<file path="src/ens_pkg.sv">
`timescale 1ns / 1ps
`default_nettype none

package ens_pkg;

    localparam int MAX_WIDTH  = 2048;
    localparam int MAX_HEIGHT = 4096;

    localparam int COL_W    = $clog2(MAX_WIDTH);
    localparam int ROW_W    = $clog2(MAX_HEIGHT);
    localparam int CFG_W_W  = 12;
    localparam int CFG_H_W  = 13;
    localparam int MAG_W    = 8;
    localparam int DIR_W    = 2;
    localparam int PADDR_W  = 3;
    localparam int PDATA_W  = 32;

    // Register indexes on the APB port (byte address is 4 * index)
    localparam logic REG_WIDTH  = 1'b0;
    localparam logic REG_HEIGHT = 1'b1;

    typedef enum logic [DIR_W-1:0] {
        DIR_HORZ = 2'd0,
        DIR_DIAG = 2'd1,
        DIR_VERT = 2'd2,
        DIR_ANTI = 2'd3
    } dir_t;

    // One line-store entry: direction of row-1, magnitude of row-1, magnitude of row-2
    typedef struct packed {
        logic [DIR_W-1:0] dir_up;
        logic [MAG_W-1:0] mag_up;
        logic [MAG_W-1:0] mag_up2;
    } ls_word_t;

    typedef struct packed {
        logic             en;
        logic [COL_W-1:0] addr;
        ls_word_t         word;
    } ls_wr_t;

    typedef struct packed {
        logic             en;
        logic [COL_W-1:0] addr;
    } ls_rd_t;

    // New right-hand window column plus the direction of the next centre
    typedef struct packed {
        logic             adv;
        logic [MAG_W-1:0] top;
        logic [MAG_W-1:0] mid;
        logic [MAG_W-1:0] bot;
        logic [DIR_W-1:0] next_dir;
    } win_col_t;

endpackage

`default_nettype wire

</file>
<file path="src/ens_window.sv">
`timescale 1ns / 1ps
`default_nettype none

module ens_window (
    input  wire logic                       clk,
    input  wire logic                       rst_n,
    input  wire ens_pkg::win_col_t          col,
    output logic [ens_pkg::MAG_W-1:0]       kept
);

    // cells 0..2: left column, 3..5: middle column, top to bottom
    logic [ens_pkg::MAG_W-1:0] win_reg [6];
    ens_pkg::dir_t             cdir_reg;
    logic [ens_pkg::MAG_W-1:0] n1;
    logic [ens_pkg::MAG_W-1:0] n2;
    logic [ens_pkg::MAG_W-1:0] centre;

    always_ff @(posedge clk or negedge rst_n)
    begin
        if (!rst_n)
        begin
            for (int i = 0; i < 6; i++)
            begin
                win_reg[i] <= '0;
            end
            cdir_reg <= ens_pkg::DIR_HORZ;
        end
        else if (col.adv)
        begin
            win_reg[0] <= win_reg[3];
            win_reg[1] <= win_reg[4];
            win_reg[2] <= win_reg[5];
            win_reg[3] <= col.top;
            win_reg[4] <= col.mid;
            win_reg[5] <= col.bot;
            cdir_reg   <= ens_pkg::dir_t'(col.next_dir);
        end
    end

    always_comb
    begin
        centre = win_reg[4];
        case (cdir_reg)
            ens_pkg::DIR_HORZ:
            begin
                n1 = win_reg[1];
                n2 = col.mid;
            end
            ens_pkg::DIR_DIAG:
            begin
                n1 = win_reg[0];
                n2 = col.bot;
            end
            ens_pkg::DIR_VERT:
            begin
                n1 = win_reg[3];
                n2 = win_reg[5];
            end
            default:
            begin
                n1 = col.top;
                n2 = win_reg[2];
            end
        endcase
        kept = (centre >= n1 && centre >= n2) ? centre : '0;
    end

endmodule

`default_nettype wire

</file>
<file path="config.mk">
export PLATFORM = sky130hd
export DESIGN_NAME = ens_window
export DESIGN_NICKNAME = d
export VERILOG_FILES = /design/src/ens_pkg.sv /design/src/ens_window.sv
export SDC_FILE = /design/constraint.sdc
export NUM_CORES = 1
export LEC_CHECK = 0
export BUFFER_PORTS_ARGS = -buffer_cell sky130_fd_sc_hd__buf_4
export CAP_MARGIN = 20
export CORE_MARGIN = 8
export CORE_UTILIZATION = 30
export DETAILED_ROUTE_END_ITERATION = 10
export GPL_ROUTABILITY_DRIVEN = 1
export PLACE_DENSITY = 0.53
export SLEW_MARGIN = 10
export SYNTH_ARGS = -nofsm -noshare
export SYNTH_HDL_FRONTEND = slang
export SYNTH_SLANG_ARGS = --single-unit
</file>
<file path="constraint.sdc">
create_clock -name clk -period 2.8 [get_ports clk]
set_clock_uncertainty 0.1 [all_clocks]
set_input_delay 0.14 -clock clk [delete_from_list [all_inputs] [get_ports clk]]
set_output_delay 0.14 -clock clk [all_outputs]
set_load 0.02 [all_outputs]
</file>
; Word level (Yosys, flattened, before mapping)
; Index checks and enable logic that the tools add are counted.
[word_totals]
regBits = 50
latchBits = 0
mem_bits_rw = 0
romBits = 0
in_bits = 29
output_inout_bits = 8
n_memories = 0
[classes]
n_addsub = 0
mul = 0
div = 0
n_lt_le_gt_ge = 2
eq_ne = 2
shifts = 0
n_mux = 3
bitwise = 0
reduce_logical = 2
[ops]
columns = operator, n
row1 = one-hot mux 8 bit (3 select lines), 2
row2 = greater-or-equal comparator 8 bit, 2
row3 = two-way mux 8 bit, 1
row4 = equality test 2 x 1 -> 1 bit (second input constant), 1
row5 = equality test 2 bit (second input constant), 1
row6 = logical NOT 2 bit, 1
row7 = logical AND 1 bit, 1

; Longest topological paths before layout
[logic_depth]
depth_word = 5
depth_mapped = 9

; Least setup slack after synthesis
; No wires, ideal clock.
[synth_timing]
path_type = register -> output
from = register cdir_reg[0]
to = output kept[1] in the netlist's numbering
arrival_ns = 2.291
required_time_ns = 2.560
path_slack_ns = 0.269
stages_incl_launch_ff = 10
path_buffers = 2
cell_sequence = dfrtp_1 buf_6 buf_12 mux4_2 inv_1 ha_1 a211oi_2 o21ai_2 a221oi_4 nor3b_1
[synth_between]
elab_chain_len = 5
elab_cells_between_ends = 9
cone_classes = order compare: 2 / eq/ne: 2 / mux: 3 / reduce/logical: 2
[synth_lines]
columns = item, line_no
row1 = start: declaration, ens_window.sv:13  ; ens_pkg::dir_t cdir_reg;
row2 = start signal: assignment, ens_window.sv:26  ; cdir_reg <= ens_pkg::DIR_HORZ;
row3 = start signal: assignment, ens_window.sv:36  ; cdir_reg <= ens_pkg::dir_t'(col.next_dir);
row4 = equality test 2 bit (tied with other cells), ens_window.sv:43  ; case (cdir_reg)
row5 = one-hot mux 8 bit (3 select lines), ens_window.sv:43
row6 = greater-or-equal comparator 8 bit, ens_window.sv:65  ; kept = (centre >= n1 && centre >= n2) ? centre : '0;
row7 = logical AND 1 bit (*), ens_window.sv:65
row8 = two-way mux 8 bit (*), ens_window.sv:65
row9 = end: declaration, ens_window.sv:8  ; output logic [ens_pkg::MAG_W-1:0] kept
; Mark *: on every way between the ends. The rest lies on a longest branch, timed or not.

; Worst setup path after layout
[layout_timing]
from = register cdir_reg[0]
to = output kept[7] in the netlist's numbering
; Same word-level chain as after synthesis.

==> results.md <==
- Worst slew pin tran: 0.664 ns
- WS Path Type: reg -> out
- Starting Density: 0.310
- Pre-CTS setup slack: 0.123 ns
- Cell Area, Synth: 2710 sq um
- Fin area: 3610 sq um
- GP Congestion: 0.690
- Post-route ant nets: 0
- Num CTS Buffers: 5
- Via Count: 1753
- Mean Syn Cell Area: 14.7 sq um
- Sequential share of the synthesized area: 0.461
- Tot Pwr: 1960 uW
- CTS tree: yes
- Max reg flops: 40
- Worst-path clk slew: 0.10 ns
- VDD IR max: 0.256 mV
- Unique masters post-synth: 25
- Failing checks: setup timing
- Initial antenna violation count: 0
- Final setup viols: 8
- RSZ-0062 raised after global routing: yes
- H-tree lvl count: 2
- Max Transition Viols Final: 0
- CP endpoint kind: output pin
- Static Leakage: 0.00156 uW
- Post-DR wirelength/cell: 16.2 um
- Area delta synth->final: 33.2%
- Final worst path period share: 1.06
- Clk sinks: 50
- Number of global-route vias before repair: 1911
- Layout cells sized above 1: 0.533
- Final hold violation count: 0
- Die ar.: 12300 sq um
- Clk_lat worst skew: 0.31 ns
- Chip Width: 111 um
- # nets final: 303
- DRC: 0
- GRT overflow: 0
- Worst Reg-to-Reg Cells: 2
- Worst Path Required: 2.56 ns
- WP data arrival: 2.72 ns
- Fin crit period: 2.96 ns
- Warnings, synthesis: 0
- Power Dens Cells: 543 nW/um^2
- I/O pin total: 37
- HPWL after DPL: 4.10 mm
- Worst hold margin: 0.289 ns
- DP Area: 3140 sq um
- Final WL: 5.95 mm
- CTS root buf: clkbuf_8
- Fmax: 338 MHz
- DR vias/cell: 4.78
- Relative slew slack: 0.557
- Die extent in y: 111 um
- First-pass GRT wire length: 9.77 mm
- Syn nets: 229
- Crit path max fanout: 5
- Row Count: 34
- CP Launch Type: register
- Buffers on Ports: 36
- ANT cells: 0
- Iteration-0 DRC Markers: 43
- Maxcap violations: 0
- Flops & latches, synth: 50
- Hold Path Class: in -> async
- Drt first pass iters: 3
- Core footprint: 8760 sq um
- Synthesized instance count: 184
- Pin count of the biggest net entering global routing: 52
- CTS Buffer Depth: 2
- Worst setup margin: -0.162 ns
- All-layer global routing usage: 0.0969
- Status: finished with violations
-- path summary, 6_finish.rpt --
| check | endpoint | slack (ns) | startpoint |
|---|---|---|---|
| setup reg to reg | cdir_reg[0]$_DFFE_PN0P_ | 1.71 | cdir_reg[0]$_DFFE_PN0P_ |
| hold reg to reg | win_reg[32]$_DFFE_PN0P_ | 0.41 | centre[0]$_DFFE_PN0P_ |
| setup / recovery | kept[7] | -0.16 | cdir_reg[0]$_DFFE_PN0P_ |
| min in group clk | centre[0]$_DFFE_PN0P_ | 0.29 | col[26] |
| max in group asynchronous | cdir_reg[0]$_DFFE_PN0P_ | 1.83 | rst_n |
| hold / removal | win_reg[18]$_DFFE_PN0P_ | 0.29 | rst_n |
-- area by class of cell --
type                    instances  area [sq um]
clock buffers                   5          68.8
clock inverters                 3          21.3
fillers                       836          5150
inverters                      15          56.3
multi-input cells             109          1380
flip-flops and latches         50          1250
well taps                     108           135
repair buffers                 77           703
-- cells by family after synthesis --
logic type,count (synthesis),share of synthesized area
simple gates,16,0.0374
compound gates,12,0.0447
fa+ha+maj,16,0.0738
buf+inv,25,0.0466
flops,50,0.461
mux,65,0.336
-- power by group --
group	internal [uW]	total, uW	switching [uW]
logic	378	660	281
registers	811	873	61.8
clock network	176	430	254
total	1370	1960	597
-- cell usage after synthesis (all sizes together) --
master | n | area, sq um
nor2b | 1 | 6.26
a221oi | 1 | 26.3
inv | 15 | 56.3
a21o | 1 | 7.51
o211ai | 1 | 7.51
ha | 16 | 200
a211oi | 4 | 45.1
o2111a | 1 | 11.3
mux4 | 16 | 360
dfrtp | 50 | 1250
mux2 | 49 | 552
o21ai | 4 | 23.8
nand4 | 1 | 6.26
nand2 | 2 | 7.51
clkbuf | 1 | 3.75
nor3 | 1 | 5.00
buf | 9 | 66.3
nor3b | 8 | 65.1
nor2 | 3 | 11.3
-- timing repair --
item                                    4_1_cts  5_1_grt
pin swaps                                     2        1
setup buffers                                 4        0
hold buffers                                 27        0
hold endpoints to repair                     76        0
gates cloned                                  0        1
gates resized for setup                       3       10
endpoints found under the setup margin        8        8
-- per-layer routing --
metal	wire length, um	vias up	global-route usage
li1	-	824	-
met1	2940	894	0.132
met2	2750	27	0.147
met3	182	8	0.0238
met4	79	0	0.0320
met5	0	-	0
-- placed cells by master, fill, tap and decap left out, types with 3 or more instances in the layout --
| master | Yosys | layout |
|---|---|---|
| mux2_2 | 49 | 49 |
| dfrtp_1 | 50 | 48 |
| buf_4 | 0 | 43 |
| dlygate4sd3_1 | 0 | 27 |
| mux4_2 | 16 | 16 |
| ha_1 | 16 | 14 |
| inv_1 | 15 | 13 |
| clkbuf_8 | 0 | 5 |
| nor3b_2 | 1 | 4 |
| nor3b_1 | 7 | 4 |
| buf_6 | 1 | 4 |
| a211oi_2 | 3 | 3 |
| nor2_1 | 3 | 3 |
-- worst max-delay path, stage by stage, from the launching register on --
cell and delay, ns:
dfrtp_2 0.44, buf_12 0.14, mux4_2 0.48, ha_1 0.30, nor3b_2 0.22, o21ai_2 0.11, a221oi_4 0.35, buf_6 0.17
nor3b_1 0.05, buf_4 0.15
-- metrics by stage --
step,std cells,util,TNS [ns]
final,367,0.412,-1.23
after global routing,367,0.412,-2.06
after CTS,366,0.404,-1.08
after detailed placement,327,0.358,0
after global placement,327,0.358,0
after floorplan,184,-,0
No activity file was read; power rests on OpenSTA's default activity.
